$ cat src/rtl/smss_pkg.sv
// package: widths, formats, coefficient table and stage word type for the sine series unit
package smss_pkg;

    localparam int MAX_TERMS_DEF = 10;
    localparam int ANGLE_W = 32;
    localparam int SINE_W  = 32;
    localparam int XMAG_W  = 32;
    localparam int N_W     = 4;
    localparam int S_W     = 33;
    localparam int R_W     = 30;
    localparam int U_W     = 30;
    localparam int Q_W     = 33;
    localparam int V_W     = 35;
    localparam int MAG_W   = 39;

    localparam int DATA_W  = 32;
    localparam int ADDR_W  = 3;

    localparam logic REG_TERM_COUNT = 1'b0;
    localparam logic [N_W-1:0] TERM_COUNT_RST = 4'd10;

    localparam logic signed [Q_W-1:0] Q_ONE = 33'sd268435456;
    localparam logic [V_W-1:0] Q_ONE_V = 35'd268435456;

    localparam logic [SINE_W-1:0] SINE_POS_MAX = 32'h7FFF_FFFF;
    localparam logic [MAG_W-1:0]  MAG_POS_MAX  = 39'h00_7FFF_FFFF;
    localparam logic [MAG_W-1:0]  MAG_NEG_MAX  = 39'h00_8000_0000;
    localparam logic [SINE_W-1:0] SINE_NEG_MAX = 32'h8000_0000;

    typedef struct packed {
        logic [XMAG_W-1:0]      xmag;
        logic                   xneg;
        logic [N_W-1:0]         n;
        logic [S_W-1:0]         s;
        logic signed [Q_W-1:0]  q;
    } smss_item_t;

    // ratio of consecutive reciprocal factorials, 1/((2k)(2k+1)), unsigned Q32
    function automatic logic [R_W-1:0] ratio_coef(input logic [3:0] k);
        logic [R_W-1:0] r;
        r = '0;
        unique case (k)
            4'd1:    r = 30'd715827883;
            4'd2:    r = 30'd214748365;
            4'd3:    r = 30'd102261126;
            4'd4:    r = 30'd59652324;
            4'd5:    r = 30'd39045157;
            4'd6:    r = 30'd27531842;
            4'd7:    r = 30'd20452225;
            4'd8:    r = 30'd15790321;
            4'd9:    r = 30'd12558384;
            default: r = '0;
        endcase
        return r;
    endfunction

endpackage

$ cat src/rtl/smss_back.sv
// back end: final product x times q, rounding, saturation and output register
module smss_back
    import smss_pkg::*;
(
    input  logic               clk,
    input  logic               rst_n,
    input  logic               in_valid,
    output logic               in_ready,
    input  smss_item_t         in_item,
    output logic               out_valid,
    input  logic               out_stall,
    output logic [SINE_W-1:0]  sine
);

    logic                      valid_a_reg;
    logic                      valid_b_reg;
    logic                      ready_a;
    logic                      ready_b;
    logic                      q_neg;
    logic [Q_W-1:0]            qm;
    logic [XMAG_W+Q_W-1:0]     prod_a_reg;
    logic [XMAG_W+Q_W-1:0]     prod_a_next;
    logic                      neg_a_reg;
    logic                      neg_a_next;
    logic [XMAG_W+Q_W:0]       mag_sum;
    logic [MAG_W-1:0]          mag;
    logic [SINE_W-1:0]         sine_reg;
    logic [SINE_W-1:0]         sine_next;

    assign ready_b  = !valid_b_reg || !out_stall;
    assign ready_a  = !valid_a_reg || ready_b;
    assign in_ready = ready_a;

    assign q_neg       = in_item.q[Q_W-1];
    assign qm          = q_neg ? (Q_W'(0) - in_item.q) : in_item.q;
    assign prod_a_next = in_item.xmag * qm;
    assign neg_a_next  = in_item.xneg ^ q_neg;

    assign mag_sum = {1'b0, prod_a_reg} + ((XMAG_W+Q_W+1)'(1) << 26);
    assign mag     = mag_sum[27 +: MAG_W];

    always_comb
    begin
        if (!neg_a_reg)
        begin
            sine_next = (mag > MAG_POS_MAX) ? SINE_POS_MAX : mag[SINE_W-1:0];
        end
        else
        begin
            sine_next = (mag > MAG_NEG_MAX) ? SINE_NEG_MAX
                                            : (SINE_W'(0) - mag[SINE_W-1:0]);
        end
    end

    always_ff @(posedge clk or negedge rst_n)
    begin
        if (!rst_n)
        begin
            valid_a_reg <= 1'b0;
            valid_b_reg <= 1'b0;
        end
        else
        begin
            if (ready_a)
            begin
                valid_a_reg <= in_valid;
            end
            if (ready_b)
            begin
                valid_b_reg <= valid_a_reg;
            end
        end
    end

    always_ff @(posedge clk)
    begin
        if (ready_a && in_valid)
        begin
            prod_a_reg <= prod_a_next;
            neg_a_reg  <= neg_a_next;
        end
        if (ready_b && valid_a_reg)
        begin
            sine_reg <= sine_next;
        end
    end

    assign out_valid = valid_b_reg;
    assign sine      = sine_reg;

endmodule

$ cat config.mk
export PLATFORM = sky130hd
export DESIGN_NAME = smss_back
export DESIGN_NICKNAME = d
export VERILOG_FILES = /design/src/rtl/smss_pkg.sv /design/src/rtl/smss_back.sv
export SDC_FILE = /design/constraint.sdc
export NUM_CORES = 2
export LEC_CHECK = 0
export BUFFER_PORTS_ARGS = -buffer_cell sky130_fd_sc_hd__clkbuf_2
export CAP_MARGIN = 20
export CELL_PAD_IN_SITES_DETAIL_PLACEMENT = 0
export CELL_PAD_IN_SITES_GLOBAL_PLACEMENT = 1
export CORE_MARGIN = 2
export CORE_UTILIZATION = 52
export DETAILED_ROUTE_END_ITERATION = 10
export PLACE_DENSITY_LB_ADDON = 0.1
export RECOVER_POWER = 50
export SETUP_SLACK_MARGIN = 0.3
export SLEW_MARGIN = 20
export SYNTH_ARGS = -nofsm -noshare
export SYNTH_HDL_FRONTEND = slang
export SYNTH_SLANG_ARGS = --single-unit
$ cat constraint.sdc
create_clock -name clk -period 4.7 [get_ports clk]
set_input_delay 0.94 -clock clk [delete_from_list [all_inputs] [get_ports clk]]
set_output_delay 0.94 -clock clk [all_outputs]
set_load 0.01 [all_outputs]
==> flow_summary.ini <==
[status]
status = complete, but fails checks
violations = capacitance limit, slew limit, setup timing

[timing]
skew_ns = 0.00565
rsz0062_at_grt = true
slew_headroom = -0.724
fmax_mhz = 104
timing.final.ws_setup_ns = -4.96
worst_slew_pin_slew_ns = 2.59
finalCritPeriodShare = 2.06
setup_tns_ns = -185.55
hold_ws_ns = 0.372
hold_violations = 0
maxSlewViolCount = 74
finalSetupViolCount = 39
fin_crit_ns = 9.66

[setup_path]
cp-end-kind = register
setup.worst_path.start_class = input port
worstPathArrival_ns = 9.75
r2r_cells = 12
cp_slowest_stage_delay_ns = 0.70
worstPathRequired_ns = 4.79
crit_fanout = 12
reg2reg_setup_slack_ns = 0.73
crit_top_cell = fa_1
cp_slowest_cell = fa_1
criticalPathCategory = in -> reg

[drt]
met3_length_mm = 5.58
first_iter_violations = 1749
num_vias = 30653
drt_pass1_iterations = 5
postRouteAntennaNets = 0
drt-met1-wl_mm = 50.0
top_layer = met5
drt-total-wl_mm = 119
met2_length_mm = 58.3
routed_via_density = 5.35
routedWlPerCell_um = 20.7
drc = 0

[hold_path]
hp-class = in -> async

[global_routing]
grt_pass1_vias = 32543
grt-ovfl-total = 0
grt_usage = 0.314
antenna_found_initial = 3
grt_pass1_wl_mm = 186
grt_max_degree = 64

[layout]
multi_input_area_mm2 = 0.0342
drive_gt1_frac = 0.205
seq_area_mm2 = 0.00221
largest_register_ffs = 39
layout.nets = 6054
area_growth_pct = 20.5
nFillCells = 6493

[placement]
gp_congestion = 0.927
port_buffers = 103
dpl.hpwl_mm = 101

[logic_synthesis]
yosysSeqAreaShare = 0.0564
netlist.area_leader.share = 0.472
synth-edff-count = 72
syn_inst = 4273
synth-adder-area-share = 0.557
synthSimpleGateAreaFrac = 0.186
yosysTopAreaCell = fa_1
synth_ff_type = edfxtp_1
yosys_warnings = 0
postSynth.asyncResetShare = 0.0270
synth_top_family_by_area = adder cells
synth_area_mm2 = 0.0392
ys_top_cells_by_area = fa_1 (47%), and2_1 (9.7%), inv_1 (8.9%), ha_1 (8.5%), edfxtp_1 (5.5%)
postSynthAreaPerCell_um2 = 9.17
yosysUniqueCellTypes = 81
syn_nets = 5570
ys_ff_latch = 74
synth_compound_area_frac = 0.0602
synth.area.mux_share = 0.00188
synth_xor_area_frac = 0.0259

[clocking]
cts_buffers = 9
ctsHoldBuffers = 0
htree_num_levels = 3
cts_tree = built
clkSlewWorstSetupHoldPaths_ns = 0.06
clock_path_buffers = 2
cts-root-buf = clkbuf_16
clk-insertion-delay-late_ns = 0.34
clock-sinks = 74

[die]
ios = 141
die_h_um = 279
coreArea_mm2 = 0.0746
die-area_mm2 = 0.0776
start_util = 0.526
rows = 100
fp.dieW_um = 279

[job]
cap_violations = 2
-- cells by family (layout without fill, tap and decap cells) --
| family | count (synthesis) | after routing |
|---|---|---|
| DFF | 74 | 74 |
| xor gates and xnor gates | 116 | 117 |
| muxes | 7 | 7 |
| adders and majority gates | 1190 | 1190 |
| buffers and inverters | 1164 | 1652 |
| other | 0 | 1 |
| AOI/OAI and AO/OA | 344 | 344 |
| and+or+nand+nor | 1378 | 1378 |
-- synthesized netlist by cell type, types with 9 or more instances --
cell	n
inv_1	929
fa_1	925
and2_1	607
nand2_1	516
ha_1	265
clkbuf_1	215
xnor2_1	79
o21ai_0	78
edfxtp_1	72
a21oi_1	70
a21o_1	63
nor2_1	55
nand3_1	39
xor2_1	37
nand4_1	33
nor3_1	23
and3_1	20
nor2b_1	20
o21bai_1	15
nor4_1	13
a31oi_1	12
a22oi_1	11
a22oi_2	11
buf_4	10
o31ai_1	9
-- worst max-delay path, delay by kind of cell --
family	cells	cell delay (ns)
xor+xnor	2	0.20
buf+inv	8	0.99
compound gates	9	1.65
fa+ha+maj	9	4.51
simple gates	4	1.45
-- layer usage --
| metal | track usage | vias to the layer above |
|---|---|---|
| met2 | 0.531 | 841 |
| met3 | 0.0330 | 214 |
| li1 | - | 13757 |
| met4 | 0.0976 | 2 |
| met5 | 0 | - |
| met1 | 0.427 | 15839 |
-- cell usage in the layout (no fill, tap or decap), types with 24 or more instances in the layout --
cell type	instances
xnor2_1	47
clkbuf_1	36
nand2_1	510
a21oi_1	45
fa_1	894
nand3_1	34
buf_12	47
ha_1	235
a21o_1	63
edfxtp_1	72
and2_1	585
fa_2	31
xor2_1	24
buf_6	49
o21ai_0	57
nand4_1	33
clkbuf_2	67
ha_4	28
nor2_1	51
xnor2_2	29
buf_4	507
inv_2	24
inv_1	905
-- final timing paths --
path | from | to
max reg2reg | prod_a_reg[26] | sine[14]
min reg2reg | valid_a_reg | out_valid
max in group asynchronous | rst_n | out_valid
min | rst_n | valid_a_reg
min in group clk | valid_a_reg | out_valid
max | in_item[7] | prod_a_reg[52]
-- per-stage QoR --
stage	instances	worst slack, ns	instance area [um2]	utilization
after global routing	5731	-5.16	47200	0.633
after CTS	5695	-5.02	46300	0.621
after floorplan	4273	-4.84	39700	-
after global placement	5637	-5.52	45100	0.605
after detailed placement	5637	-5.65	45100	0.605
final	5732	-4.96	47200	0.633
-- layout make-up --
cell class                 count  area share
antenna                        1   0.0000530
clock buffer                  11     0.00535
clock inverter                 5     0.00180
inverter                     929      0.0738
multi-input combinational   3036       0.724
sequential                    74      0.0468
tap                          969      0.0257
timing repair buffer         707       0.123
-- what timing repair did --
| action | in CTS | in global routing |
|---|---|---|
| pin swaps | 93 | 153 |
| buffers inserted | 39 | 36 |
| setup endpoints to repair | 39 | 40 |
| gates cloned | 3 | 0 |
| gates resized for setup | 99 | 155 |
Power is left out: the tool's default activity adds up to more than one toggle a clock period on the data nets, which glitch-free logic cannot reach.
