[config.mk]
export PLATFORM = sky130hd
export DESIGN_NAME = smss_front
export DESIGN_NICKNAME = d
export VERILOG_FILES = /design/src/rtl/smss_pkg.sv /design/src/rtl/smss_front.sv
export SDC_FILE = /design/constraint.sdc
export NUM_CORES = 2
export LEC_CHECK = 0
export BUFFER_PORTS_ARGS = -buffer_cell sky130_fd_sc_hd__buf_2
export CAP_MARGIN = 20
export CELL_PAD_IN_SITES_DETAIL_PLACEMENT = 2
export CELL_PAD_IN_SITES_GLOBAL_PLACEMENT = 2
export CORE_MARGIN = 8
export CORE_UTILIZATION = 45
export CTS_BUF_LIST = sky130_fd_sc_hd__clkbuf_8
export CTS_CLUSTER_SIZE = 25
export DETAILED_ROUTE_END_ITERATION = 8
export GPL_TIMING_DRIVEN = 0
export PLACE_DENSITY = 0.95
export SLEW_MARGIN = 0
export SYNTH_ARGS = -nofsm -noshare
export SYNTH_HDL_FRONTEND = slang
export SYNTH_SLANG_ARGS = --single-unit
[constraint.sdc]
create_clock -name clk -period 13 [get_ports clk]
set_clock_uncertainty 0.1 [all_clocks]
set_input_delay 1.3 -clock clk [delete_from_list [all_inputs] [get_ports clk]]
set_output_delay 1.3 -clock clk [all_outputs]
set_load 0.05 [all_outputs]
[src/rtl/smss_pkg.sv]
// package: widths, formats, coefficient table and stage word type for the sine series unit
package smss_pkg;

    localparam int MAX_TERMS_DEF = 10;
    localparam int ANGLE_W = 32;
    localparam int SINE_W  = 32;
    localparam int XMAG_W  = 32;
    localparam int N_W     = 4;
    localparam int S_W     = 33;
    localparam int R_W     = 30;
    localparam int U_W     = 30;
    localparam int Q_W     = 33;
    localparam int V_W     = 35;
    localparam int MAG_W   = 39;

    localparam int DATA_W  = 32;
    localparam int ADDR_W  = 3;

    localparam logic REG_TERM_COUNT = 1'b0;
    localparam logic [N_W-1:0] TERM_COUNT_RST = 4'd10;

    localparam logic signed [Q_W-1:0] Q_ONE = 33'sd268435456;
    localparam logic [V_W-1:0] Q_ONE_V = 35'd268435456;

    localparam logic [SINE_W-1:0] SINE_POS_MAX = 32'h7FFF_FFFF;
    localparam logic [MAG_W-1:0]  MAG_POS_MAX  = 39'h00_7FFF_FFFF;
    localparam logic [MAG_W-1:0]  MAG_NEG_MAX  = 39'h00_8000_0000;
    localparam logic [SINE_W-1:0] SINE_NEG_MAX = 32'h8000_0000;

    typedef struct packed {
        logic [XMAG_W-1:0]      xmag;
        logic                   xneg;
        logic [N_W-1:0]         n;
        logic [S_W-1:0]         s;
        logic signed [Q_W-1:0]  q;
    } smss_item_t;

    // ratio of consecutive reciprocal factorials, 1/((2k)(2k+1)), unsigned Q32
    function automatic logic [R_W-1:0] ratio_coef(input logic [3:0] k);
        logic [R_W-1:0] r;
        r = '0;
        unique case (k)
            4'd1:    r = 30'd715827883;
            4'd2:    r = 30'd214748365;
            4'd3:    r = 30'd102261126;
            4'd4:    r = 30'd59652324;
            4'd5:    r = 30'd39045157;
            4'd6:    r = 30'd27531842;
            4'd7:    r = 30'd20452225;
            4'd8:    r = 30'd15790321;
            4'd9:    r = 30'd12558384;
            default: r = '0;
        endcase
        return r;
    endfunction

endpackage

[src/rtl/smss_front.sv]
// front end: angle magnitude, term count clamp and squaring, two stages
module smss_front
    import smss_pkg::*;
#(
    parameter int MAX_TERMS = MAX_TERMS_DEF
)
(
    input  logic                clk,
    input  logic                rst_n,
    input  logic                in_valid,
    output logic                in_ready,
    input  logic [ANGLE_W-1:0]  angle,
    input  logic [N_W-1:0]      term_count,
    output logic                out_valid,
    input  logic                out_ready,
    output smss_item_t          out_item
);

    logic                valid_a_reg;
    logic                valid_b_reg;
    logic                ready_a;
    logic                ready_b;
    logic [XMAG_W-1:0]   xmag_a_reg;
    logic [XMAG_W-1:0]   xmag_a_next;
    logic                xneg_a_reg;
    logic                xneg_a_next;
    logic [N_W-1:0]      n_a_reg;
    logic [N_W-1:0]      n_a_next;
    logic [2*XMAG_W-1:0] sq_prod;
    logic [2*XMAG_W-1:0] sq_sum;
    smss_item_t          item_b_reg;
    smss_item_t          item_b_next;

    assign ready_b  = !valid_b_reg || out_ready;
    assign ready_a  = !valid_a_reg || ready_b;
    assign in_ready = ready_a;

    always_comb
    begin
        xneg_a_next = angle[ANGLE_W-1];
        xmag_a_next = xneg_a_next ? (XMAG_W'(0) - angle) : angle;
        if (term_count == '0)
        begin
            n_a_next = N_W'(1);
        end
        else if (term_count > N_W'(MAX_TERMS))
        begin
            n_a_next = N_W'(MAX_TERMS);
        end
        else
        begin
            n_a_next = term_count;
        end
    end

    assign sq_prod = xmag_a_reg * xmag_a_reg;
    assign sq_sum  = sq_prod + (64'd1 << 29);

    always_comb
    begin
        item_b_next.xmag = xmag_a_reg;
        item_b_next.xneg = xneg_a_reg;
        item_b_next.n    = n_a_reg;
        item_b_next.s    = sq_sum[30 +: S_W];
        item_b_next.q    = Q_ONE;
    end

    always_ff @(posedge clk or negedge rst_n)
    begin
        if (!rst_n)
        begin
            valid_a_reg <= 1'b0;
            valid_b_reg <= 1'b0;
        end
        else
        begin
            if (ready_a)
            begin
                valid_a_reg <= in_valid;
            end
            if (ready_b)
            begin
                valid_b_reg <= valid_a_reg;
            end
        end
    end

    always_ff @(posedge clk)
    begin
        if (ready_a && in_valid)
        begin
            xmag_a_reg <= xmag_a_next;
            xneg_a_reg <= xneg_a_next;
            n_a_reg    <= n_a_next;
        end
        if (ready_b && valid_a_reg)
        begin
            item_b_reg <= item_b_next;
        end
    end

    assign out_valid = valid_b_reg;
    assign out_item  = item_b_reg;

endmodule

==> reports/qor.csv, run 1 <==
stage,metric,value,unit
outcome,status,did not finish,
outcome,haltStage,global routing (5_1_grt),
outcome,tool.error,[ERROR GRT-0116] Global routing finished with congestion. Check the congestion regions in the DRC Viewer.,
synth,synth.most_common_cell,inv_1,
synth,ys_types,78,
floorplanning,start_util,45.53,%
synth,synthesis.area,33280,sq um
grt,grt_overflow,644,
cts,clock_path_buffers,2,
floorplanning,row_count,99,
placed_design,port_buffers,111,
synth,synthCells,3349,
grt,grt_pass1_wl,356900,um
placed_design,post-place-ws,1.994,ns
placed_design,hpwl,159100,um
cts,h-tree-depth,3,
cts,postCtsSetupBuffers,0,
cts,root_buffer,clkbuf_8,
synth,synth_edf_count,107,
synth,ys_ff_latch,109,
cts,cts_sinks,109,
cts,cts_resized,0,
synth,synthArstFlopShare,1.835,%
floorplanning,die_y,287.9,um
synth,synth_area_leaders,"fa_1 48%, inv_1 11%, ha_1 11%",
synth,yosysSeqAreaShare,9.806,%
synth,syn_avg_cell_area,9.936,sq um
floorplanning,die_w,287.9,um
synth,synthDominantCellAreaShare,48.19,%
floorplanning,ios,145,
synth,synth_ff_type,edfxtp_1,
grt,grt_pass1_vias,41090,
synth,synth_top_cell_by_area,fa_1,
cts,hold_buffers,0,
grt,grt_usage,61.21,%
synth,yosysWarnings,0,
synth,synth_commonest_cells,"1002 x inv_1, 801 x fa_1, 294 x ha_1, 270 x nand2_1, 252 x and2_1",
grt,grt_max_degree,41,
cts,cts_buffers,9,
placed_design,gp_congestion,0.9862,
## logic make-up after synthesis
family                     synth area share (%)
other                                   0.02257
DFF                                       9.806
xor gates and xnor gates                  2.395
muxes                                    0.1579
AOI/OAI and AO/OA                         4.535
buffers and inverters                     13.34
and+or+nand+nor                           10.50
adders and majority gates                 59.24
## routing by layer
| layer | global-route usage (%) | overflow |
|---|---|---|
| met2 | 80.77 | 400 |
| met4 | 58.70 | 213 |
| met3 | 45.18 | 14 |
| met1 | 59.23 | 17 |
| met5 | 21.95 | 0 |
## stage by stage
step	instance area (sq um)	util, %	cells
CTS	35350	48.37	4467
detailed placement	35170	48.13	4451
global placement	35150	48.09	4450
floorplan	33390	-	3380
==> run 2: changes to the inputs <==
==> config.mk (replaced) <==
export PLATFORM = sky130hd
export DESIGN_NAME = smss_front
export DESIGN_NICKNAME = d
export VERILOG_FILES = /design/src/rtl/smss_pkg.sv /design/src/rtl/smss_front.sv
export SDC_FILE = /design/constraint.sdc
export NUM_CORES = 2
export LEC_CHECK = 0
export BUFFER_PORTS_ARGS = -buffer_cell sky130_fd_sc_hd__buf_2
export CAP_MARGIN = 20
export CORE_MARGIN = 8
export CORE_UTILIZATION = 30
export DETAILED_ROUTE_END_ITERATION = 8
export GPL_TIMING_DRIVEN = 0
export PLACE_DENSITY_LB_ADDON = 0.15
export SLEW_MARGIN = 0
export SYNTH_ARGS = -nofsm -noshare
export SYNTH_HDL_FRONTEND = slang
export SYNTH_SLANG_ARGS = --single-unit
==> reports/qor.csv, run 2 <==
stage,metric,value,unit
setup_path,endpoint_kind,flip-flop,
cells_and_area,area.sequential,3263,sq um
grt,grt_usage,18.80,%
routing,drt_wl_total,113000,um
floorplanning,start_util,30.15,%
routing,drc,0,
routing,drt_iter0_markers,1346,
cts,clk_pin_slew,0.09,ns
setup_path,crit_cells,24,
routing,drt-wirelength-per-cell,22.57,um
synth,synthesis.area,33280,sq um
synth,ys_ff_latch,109,
setup_path,cp_max_fo,10,
min_path,min_path_type,flip-flop to flip-flop,
timing,finalSetupViolCount,0,
synth,yosysSeqAreaShare,9.806,%
cts,h-tree-depth,3,
cts,cts_sinks,109,
cells_and_area,multiInputGateArea,25690,sq um
floorplanning,core_area,110400,sq um
placed_design,gp_congestion,0.9073,
cells_and_area,final_cell_mix,"1002 x inv_1, 801 x fa_1, 294 x ha_1",
timing,period_share,80.82,%
timing,worst_slew_pin_slew,1.231,ns
synth,yosysWarnings,0,
synth,synthArstFlopShare,1.835,%
timing,report.final.slew_viol_count,0,
setup_path,critPathTopFamily,adder cells,
cells_and_area,fillers,11590,
setup_path,startpoint_type,flip-flop,
setup_path,cp_num_buf_inv,7,
cts,clk_latency,0.38,ns
routing,wl_met2,53290,um
routing,vias,22570,
placed_design,port_buffers,111,
setup_path,path_common_cell,fa_1,
grt,grt_pass1_vias,25330,
outcome,status,finished clean,
routing,first_pass_iters,6,
timing,fmax,0.09517,GHz
floorplanning,ios,145,
floorplanning,die_y,349.0,um
grt,grt_overflow,0,
synth,synth_ff_type,edfxtp_1,
synth,synth_area_leaders,"fa_1 48%, inv_1 11%, ha_1 11%",
cells_and_area,largest_reg_flops,70,
cts,clock_path_buffers,2,
routing,wl_met3,5796,um
synth,synth.most_common_cell,inv_1,
synth,synth_edf_count,107,
cts,cts_tree,done,
timing,maxSlewHeadroom,17.92,%
routing,via_per_inst,4.509,
timing,setup_tns,0,ns
synth,syn_avg_cell_area,9.936,sq um
floorplanning,die_w,349.0,um
synth,ys_types,78,
floorplanning,row_count,122,
floorplanning,die_area,121800,sq um
setup_path,cp.arrival,10.62,ns
cells_and_area,final_layout_size_suffix_gt1_share,5.605,%
synth,synth_commonest_cells,"1002 x inv_1, 801 x fa_1, 294 x ha_1, 270 x nand2_1, 252 x and2_1",
setup_path,critPathMaxStageDelay,0.99,ns
cells_and_area,layout.nets,4645,
routing,wl_met1,50950,um
setup_path,required,13.11,ns
min_path,min_delay_path_depth,0,
cells_and_area,final_common_cell,inv_1,
timing,hold_viol_final,0,
setup_path,rr_worst_depth,24,
grt,antenna_found_initial,17,
cts,cts_resized,0,
cts,root_buffer,clkbuf_16,
setup_path,crit_chain,clkbuf_1 -> clkbuf_1 -> nand2_1 -> fa_1 -> inv_1 -> fa_1 -> fa_1 -> inv_1 -> fa_1 -> inv_1 -> fa_1 -> fa_1 -> fa_1 -> inv_1 -> fa_1 -> inv_1 -> ha_1 -> nand2_1 -> nor2b_1 -> and3_1 -> o211ai_1 -> a2111oi_0 -> or2_2 -> xor2_1,
grt,grt_max_degree,58,
cells_and_area,area_growth,8.987,%
timing,fin_crit,10.51,ns
routing,top_layer,met4,
synth,synth_top_cell_by_area,fa_1,
synth,synthCells,3349,
cts,postCtsSetupBuffers,0,
placed_design,hpwl,96280,um
cts,cts_buffers,9,
synth,synthDominantCellAreaShare,48.19,%
cts,hold_buffers,0,
timing,rsz0062_at_grt,no,
job,maxCapViolations,0,
routing,ant_nets,0,
setup_path,crit_type,flip-flop to flip-flop,
setup_path,worst_path_max_delay_cell,a2111oi_0,
grt,grt_pass1_wl,168800,um
[run 2: logic make-up (layout without fill, tap and decap cells)]
kind of cell               after synthesis  after routing  share of synthesized area (%)
buffers and inverters                 1149           1284                          13.34
xor gates and xnor gates                91             91                          2.395
adders and majority gates             1095           1095                          59.24
and+or+nand+nor                        678            678                          10.50
AOI/OAI and AO/OA                      220            220                          4.535
muxes                                    5              5                         0.1579
other                                    2             36                        0.02257
DFF                                    109            109                          9.806
[run 2: final cells by class]
cell class	count	share of cell area, %
clock buffers	9	0.6210
inverters	1004	10.39
plain buffers	145	1.846
multi-input cells	2122	70.85
diodes	3	0.02070
well taps	1488	5.134
flip-flops and latches	109	8.998
clock inverters	7	0.2691
repair buffers	119	1.870
[run 2: path summary, 6_finish.rpt]
| kind | from | endpoint | slack [ns] |
|---|---|---|---|
| min reg2reg | xneg_a_reg | out_item[70] | 0.33 |
| min in group asynchronous | rst_n | valid_a_reg | 0.59 |
| max in group asynchronous | rst_n | out_valid | 12.10 |
| min | xneg_a_reg | out_item[70] | 0.33 |
| max reg2reg | xmag_a_reg[27] | out_item[60] | 2.49 |
| max | xmag_a_reg[27] | out_item[60] | 2.49 |
[run 2: metal layers]
layer / GRT usage [%] / up-vias
met5: 0 / -
met2: 31.46 / 597
li1: - / 10110
met1: 26.32 / 11750
met4: 3.750 / 0
met3: 2.121 / 116
[run 2: through the flow]
step | hold WS, ns | area [sq um] | worst slack [ns] | util [%] | instances
floorplan | 0.3003 | 33390 | 5.375 | - | 3380
global placement | 0.3021 | 35810 | 2.481 | 32.45 | 4979
detailed placement | 0.3045 | 35910 | 2.521 | 32.53 | 4984
CTS | 0.3260 | 36230 | 2.484 | 32.83 | 5000
global route | 0.3400 | 36260 | 2.260 | 32.85 | 5003
finish | 0.3286 | 36270 | 2.493 | 32.86 | 5006
Power of run 2 is not shown: default switching activity piles up to over one toggle a cycle in this logic, so the estimate is an artifact.
