[src/rtl/smss_pkg.sv]
// package: widths, formats, coefficient table and stage word type for the sine series unit
package smss_pkg;

    localparam int MAX_TERMS_DEF = 10;
    localparam int ANGLE_W = 32;
    localparam int SINE_W  = 32;
    localparam int XMAG_W  = 32;
    localparam int N_W     = 4;
    localparam int S_W     = 33;
    localparam int R_W     = 30;
    localparam int U_W     = 30;
    localparam int Q_W     = 33;
    localparam int V_W     = 35;
    localparam int MAG_W   = 39;

    localparam int DATA_W  = 32;
    localparam int ADDR_W  = 3;

    localparam logic REG_TERM_COUNT = 1'b0;
    localparam logic [N_W-1:0] TERM_COUNT_RST = 4'd10;

    localparam logic signed [Q_W-1:0] Q_ONE = 33'sd268435456;
    localparam logic [V_W-1:0] Q_ONE_V = 35'd268435456;

    localparam logic [SINE_W-1:0] SINE_POS_MAX = 32'h7FFF_FFFF;
    localparam logic [MAG_W-1:0]  MAG_POS_MAX  = 39'h00_7FFF_FFFF;
    localparam logic [MAG_W-1:0]  MAG_NEG_MAX  = 39'h00_8000_0000;
    localparam logic [SINE_W-1:0] SINE_NEG_MAX = 32'h8000_0000;

    typedef struct packed {
        logic [XMAG_W-1:0]      xmag;
        logic                   xneg;
        logic [N_W-1:0]         n;
        logic [S_W-1:0]         s;
        logic signed [Q_W-1:0]  q;
    } smss_item_t;

    // ratio of consecutive reciprocal factorials, 1/((2k)(2k+1)), unsigned Q32
    function automatic logic [R_W-1:0] ratio_coef(input logic [3:0] k);
        logic [R_W-1:0] r;
        r = '0;
        unique case (k)
            4'd1:    r = 30'd715827883;
            4'd2:    r = 30'd214748365;
            4'd3:    r = 30'd102261126;
            4'd4:    r = 30'd59652324;
            4'd5:    r = 30'd39045157;
            4'd6:    r = 30'd27531842;
            4'd7:    r = 30'd20452225;
            4'd8:    r = 30'd15790321;
            4'd9:    r = 30'd12558384;
            default: r = '0;
        endcase
        return r;
    endfunction

endpackage

[src/rtl/smss_step.sv]
// one horner step on x squared: coefficient product, then nested update of q
module smss_step
    import smss_pkg::*;
#(
    parameter int K = 1
)
(
    input  logic        clk,
    input  logic        rst_n,
    input  logic        in_valid,
    output logic        in_ready,
    input  smss_item_t  in_item,
    output logic        out_valid,
    input  logic        out_ready,
    output smss_item_t  out_item
);

    localparam logic [R_W-1:0] RK = ratio_coef(4'(K));

    logic                    valid_a_reg;
    logic                    valid_b_reg;
    logic                    ready_a;
    logic                    ready_b;
    logic [S_W+R_W-1:0]      su_prod;
    logic [63:0]             su_sum;
    logic [U_W-1:0]          u_a_reg;
    logic [U_W-1:0]          u_a_next;
    smss_item_t              item_a_reg;
    logic                    q_neg;
    logic [Q_W-1:0]          qm;
    logic [U_W+Q_W-1:0]      uq_prod;
    logic [63:0]             uq_sum;
    logic [V_W-1:0]          v;
    logic [V_W-1:0]          q_wide;
    logic                    active;
    smss_item_t              item_b_reg;
    smss_item_t              item_b_next;

    assign ready_b  = !valid_b_reg || out_ready;
    assign ready_a  = !valid_a_reg || ready_b;
    assign in_ready = ready_a;

    assign su_prod  = in_item.s * RK;
    assign su_sum   = {1'b0, su_prod} + (64'd1 << 31);
    assign u_a_next = su_sum[32 +: U_W];

    assign q_neg   = item_a_reg.q[Q_W-1];
    assign qm      = q_neg ? (Q_W'(0) - item_a_reg.q) : item_a_reg.q;
    assign uq_prod = u_a_reg * qm;
    assign uq_sum  = {1'b0, uq_prod} + (64'd1 << 27);
    assign v       = uq_sum[28 +: V_W];
    assign q_wide  = q_neg ? (Q_ONE_V + v) : (Q_ONE_V - v);
    assign active  = N_W'(K) < item_a_reg.n;

    always_comb
    begin
        item_b_next = item_a_reg;
        if (active)
        begin
            item_b_next.q = $signed(q_wide[Q_W-1:0]);
        end
    end

    always_ff @(posedge clk or negedge rst_n)
    begin
        if (!rst_n)
        begin
            valid_a_reg <= 1'b0;
            valid_b_reg <= 1'b0;
        end
        else
        begin
            if (ready_a)
            begin
                valid_a_reg <= in_valid;
            end
            if (ready_b)
            begin
                valid_b_reg <= valid_a_reg;
            end
        end
    end

    always_ff @(posedge clk)
    begin
        if (ready_a && in_valid)
        begin
            item_a_reg <= in_item;
            u_a_reg    <= u_a_next;
        end
        if (ready_b && valid_a_reg)
        begin
            item_b_reg <= item_b_next;
        end
    end

    assign out_valid = valid_b_reg;
    assign out_item  = item_b_reg;

endmodule

[config.mk]
export PLATFORM = sky130hd
export DESIGN_NAME = smss_step
export DESIGN_NICKNAME = d
export VERILOG_FILES = /design/src/rtl/smss_pkg.sv /design/src/rtl/smss_step.sv
export SDC_FILE = /design/constraint.sdc
export NUM_CORES = 2
export LEC_CHECK = 0
export BUFFER_PORTS_ARGS = -buffer_cell sky130_fd_sc_hd__buf_2
export CELL_PAD_IN_SITES_DETAIL_PLACEMENT = 1
export CELL_PAD_IN_SITES_GLOBAL_PLACEMENT = 1
export CORE_UTILIZATION = 56
export DETAILED_ROUTE_END_ITERATION = 7
export PLACE_DENSITY_LB_ADDON = 0.1
export REMOVE_ABC_BUFFERS = 1
export SLEW_MARGIN = 30
export SYNTH_ARGS = -nofsm -noshare
export SYNTH_HDL_FRONTEND = slang
export SYNTH_SLANG_ARGS = --single-unit
[constraint.sdc]
create_clock -name clk -period 17.2 [get_ports clk]
set_clock_uncertainty 0.1 [all_clocks]
set_input_delay 0.86 -clock clk [delete_from_list [all_inputs] [get_ports clk]]
set_output_delay 0.86 -clock clk [all_outputs]
set_load 0.005 [all_outputs]
==> impl_metrics.prom <==
# TYPE chip_impl_metric gauge
chip_impl_info{name="outcome",value="finished, final reports clean"} 1
chip_impl_info{name="crit_family",value="adder cells"} 1
chip_impl_metric{name="antenna_found_initial",unit=""} 12
chip_impl_info{name="cts_tree",value="built"} 1
chip_impl_info{name="cell_taking_the_most_area_after_synthesis",value="fa_1"} 1
chip_impl_metric{name="bufs_and_invs_on_worst_path",unit=""} 4
chip_impl_metric{name="cts_htree_levels",unit=""} 1
chip_impl_metric{name="die_height",unit="µm"} 323
chip_impl_info{name="crit_path_start_kind",value="flip-flop"} 1
chip_impl_metric{name="route.detailed.wl_per_inst",unit="µm"} 26.1
chip_impl_metric{name="hold_path_depth",unit=""} 0
chip_impl_metric{name="cts_made_buffers",unit=""} 24
chip_impl_metric{name="dieWidth",unit="µm"} 323
chip_impl_metric{name="mean_post_synth_cell_area",unit="µm²"} 9.93
chip_impl_metric{name="dpl_cell_area",unit="mm²"} 0.0602
chip_impl_info{name="cts-root-buf",value="clkbuf_16"} 1
chip_impl_metric{name="grt-ovfl-total",unit=""} 0
chip_impl_metric{name="hpwl",unit="mm"} 152
chip_impl_metric{name="detail_route.first_pass.iterations",unit=""} 7
chip_impl_metric{name="die-area",unit="mm²"} 0.104
chip_impl_metric{name="worst_ep_required_time",unit="ps"} 17410
chip_impl_metric{name="grt_max_degree",unit=""} 72
chip_impl_metric{name="maxSlewHeadroom",unit="%"} 34.4
chip_impl_metric{name="final_design_area_no_fill",unit="mm²"} 0.0610
chip_impl_metric{name="worst_ep_arrival_time",unit="ps"} 12780
chip_impl_metric{name="synthesis.instances",unit=""} 5792
chip_impl_metric{name="clk_path_buf_depth",unit=""} 3
chip_impl_metric{name="first_global_vias",unit=""} 49321
chip_impl_info{name="timing.critical_path.slowest_stage_cell",value="a221oi_1"} 1
chip_impl_metric{name="design.core.area",unit="mm²"} 0.102
chip_impl_metric{name="layout-area-overhead-vs-synth",unit="%"} 6.08
chip_impl_info{name="timing.setup.critical_path_class",value="reg -> reg"} 1
chip_impl_metric{name="row_count",unit=""} 117
chip_impl_info{name="whs_endpoint",value="out_item[49]$_DFFE_PP_"} 1
chip_impl_metric{name="hold_ws",unit="ps"} 297
chip_impl_metric{name="drt_iter0_drc",unit=""} 2444
chip_impl_metric{name="pre_cts_ws",unit="ps"} 4730
chip_impl_info{name="critical_path.reg2reg.endpoint",value="out_item[31]$_DFFE_PP_"} 1
chip_impl_metric{name="final-setup-viol-count",unit=""} 0
chip_impl_metric{name="yosysTopAreaCellShare",unit="%"} 43.2
chip_impl_metric{name="final_nets",unit=""} 7874
chip_impl_metric{name="drive_above_1_share",unit="%"} 6.35
chip_impl_metric{name="synth_seq_area_share",unit="%"} 12.4
chip_impl_info{name="holdCritPathClass",value="reg -> reg"} 1
chip_impl_metric{name="maxClockFrequency",unit="MHz"} 79.5
chip_impl_metric{name="timing.critical_path.slowest_cell_delay",unit="ps"} 590
chip_impl_metric{name="fin_crit_sh",unit="%"} 73.1
chip_impl_metric{name="filler_cells",unit=""} 11407
chip_impl_metric{name="synth.lib_cells_used.distinct",unit=""} 84
chip_impl_metric{name="worstRegToRegCells",unit=""} 33
chip_impl_metric{name="drc_errors",unit=""} 0
chip_impl_metric{name="multi_input_comb_area",unit="mm²"} 0.0442
chip_impl_info{name="cp-end-kind",value="flip-flop"} 1
chip_impl_metric{name="gpl.final_weighted_congestion",unit=""} 0.963
chip_impl_metric{name="synth_enable_flop_cells",unit=""} 236
chip_impl_metric{name="count_of_synthesis_stage_warnings_from_yosys",unit=""} 0
chip_impl_metric{name="timing_max_transition_violations_final",unit=""} 0
chip_impl_metric{name="worst-slew-pin-transition",unit="ps"} 984
chip_impl_metric{name="routed_wl",unit="mm"} 190
chip_impl_info{name="grt_setup_unrepaired",value="false"} 1
chip_impl_info{name="crit_top_cell",value="fa_1"} 1
chip_impl_metric{name="clkTransAtPathRegs",unit="ps"} 70
chip_impl_metric{name="ios",unit=""} 212
chip_impl_metric{name="clock_latency_reported_for_the_late_side_of_the_worst_skew_pair",unit="ps"} 600
chip_impl_metric{name="buffer_ports.inserted",unit=""} 211
chip_impl_info{name="synth_area_leaders",value="fa_1, ha_1, edfxtp_1, inv_1, and2_1"} 1
chip_impl_metric{name="route.antenna.remaining_nets",unit=""} 0
chip_impl_metric{name="grt_first_pass_wirelength",unit="mm"} 292
chip_impl_metric{name="hold_violations",unit=""} 0
chip_impl_metric{name="grt_usage",unit="%"} 38.2
chip_impl_metric{name="period_needed",unit="ps"} 12570
chip_impl_metric{name="starting_density_of_the_core",unit="%"} 56.5
chip_impl_metric{name="post-cts-setup-buffers",unit=""} 0
chip_impl_metric{name="num_vias",unit=""} 41729
chip_impl_info{name="worstReg2RegStart",value="item_a_reg[11]$_DFFE_PP_"} 1
chip_impl_metric{name="area.sequential",unit="mm²"} 0.00714
chip_impl_metric{name="synth_area",unit="mm²"} 0.0575
chip_impl_metric{name="asyncSetResetFlopFracSynth",unit="%"} 0.840
chip_impl_metric{name="routed_via_density",unit=""} 5.74
chip_impl_metric{name="setup-tns-final",unit="ps"} 0
chip_impl_info{name="synth_ff_type",value="edfxtp_1"} 1
chip_impl_metric{name="final_setup_slack_of_the_worst_path",unit="ps"} 4630
chip_impl_info{name="hold_path_startpoint",value="item_a_reg[49]$_DFFE_PP_"} 1
chip_impl_metric{name="cap_violations",unit=""} 0
chip_impl_metric{name="rrSetupSlack",unit="ps"} 4630
chip_impl_metric{name="number_of_register_bits_inferred_by_synthesis",unit=""} 238
chip_impl_metric{name="cts.sinks",unit=""} 238
chip_impl_metric{name="crit_path_max_fanout",unit=""} 30
==> cell usage in the layout (no fill, tap or decap), drive strengths merged, types with 13 or more instances in the layout <==
master,Yosys,layout
and2,526,526
nor2,113,113
buf,5,279
a211oi,21,21
nand2,575,575
o21ai,84,84
nor3,28,28
a21oi,130,130
xor2,34,34
edfxtp,236,236
clkbuf,223,27
nand4,35,35
xnor2,85,85
a21o,49,49
fa,1243,1243
or3,29,29
o21a,16,16
nand3,32,32
inv,1482,1483
a31oi,17,17
nor4,13,13
nor2b,15,15
ha,654,654
==> cells in the mapped netlist (15+ instances only) <==
library cell  number
nand3_1           32
ha_1             654
edfxtp_1         236
nand2_1          575
a211oi_1          19
nand4_1           35
nor2b_1           15
a31oi_1           17
a21oi_1          130
o21a_1            16
fa_1            1243
clkbuf_1         223
or3_1             28
inv_1           1482
xnor2_1           85
and2_1           526
nor2_1           112
nor3_1            28
a21o_1            49
xor2_1            33
o21ai_0           80
==> per-stage QoR <==
stage,util (%),instances
4_1_cts,59.9,7255
5_1_grt,59.9,7260
6_report,59.9,7265
2_1_floorplan,-,5564
3_3_place_gp,59.1,7210
3_5_place_dp,59.1,7210
==> layer usage <==
layer | global-route usage, % | routed length (µm) | up-vias
met5 | 0 | 65 | -
met4 | 25.5 | 14500 | 10
met3 | 5.93 | 11500 | 684
met2 | 66.1 | 94900 | 1544
met1 | 43.7 | 69000 | 21882
li1 | - | - | 17609
==> area by class of cell <==
type                    count  share of cell area (%)
inverters                1482                    9.11
multi-input cells        3844                    72.4
repair buffers            280                    2.62
clock buffers              27                    1.00
clock inverters            17                   0.287
flip-flops and latches    238                    11.7
diodes                      9                  0.0369
well taps                1368                    2.80
==> worst max path at each step <==
| stage | start | end | cells after the start | slack (ps) |
|---|---|---|---|---|
| after floorplan | item_a_reg[13]$_DFFE_PP_ | out_item[32]$_DFFE_PP_ | 31 | 6000 |
| after global placement | item_a_reg[13]$_DFFE_PP_ | out_item[31]$_DFFE_PP_ | 34 | 4910 |
| after CTS | item_a_reg[11]$_DFFE_PP_ | out_item[31]$_DFFE_PP_ | 33 | 4670 |
| after global routing | item_a_reg[13]$_DFFE_PP_ | out_item[31]$_DFFE_PP_ | 34 | 4080 |
| after detailed placement | item_a_reg[13]$_DFFE_PP_ | out_item[31]$_DFFE_PP_ | 33 | 4730 |
| final | item_a_reg[11]$_DFFE_PP_ | out_item[31]$_DFFE_PP_ | 33 | 4630 |
==> logic make-up after synthesis <==
kind of cell    count (synthesis)  share of synthesized area (%)
flops                         238                           12.4
simple gates                 1414                           12.4
buf+inv                      1710                           11.2
mux                             5                         0.0978
compound gates                409                           4.63
fa+ha+maj                    1897                           57.5
xor+xnor                      119                           1.82
==> timing repair <==
| item | 4_1_cts | 5_1_grt |
|---|---|---|
| endpoints found under the hold margin | 2 | 0 |
| gates resized for setup | 0 | 0 |
| hold buffers | 1 | 0 |
Power is left out: the tool's default activity adds up to more than one toggle a clock period on the data nets, which glitch-free logic cannot reach.
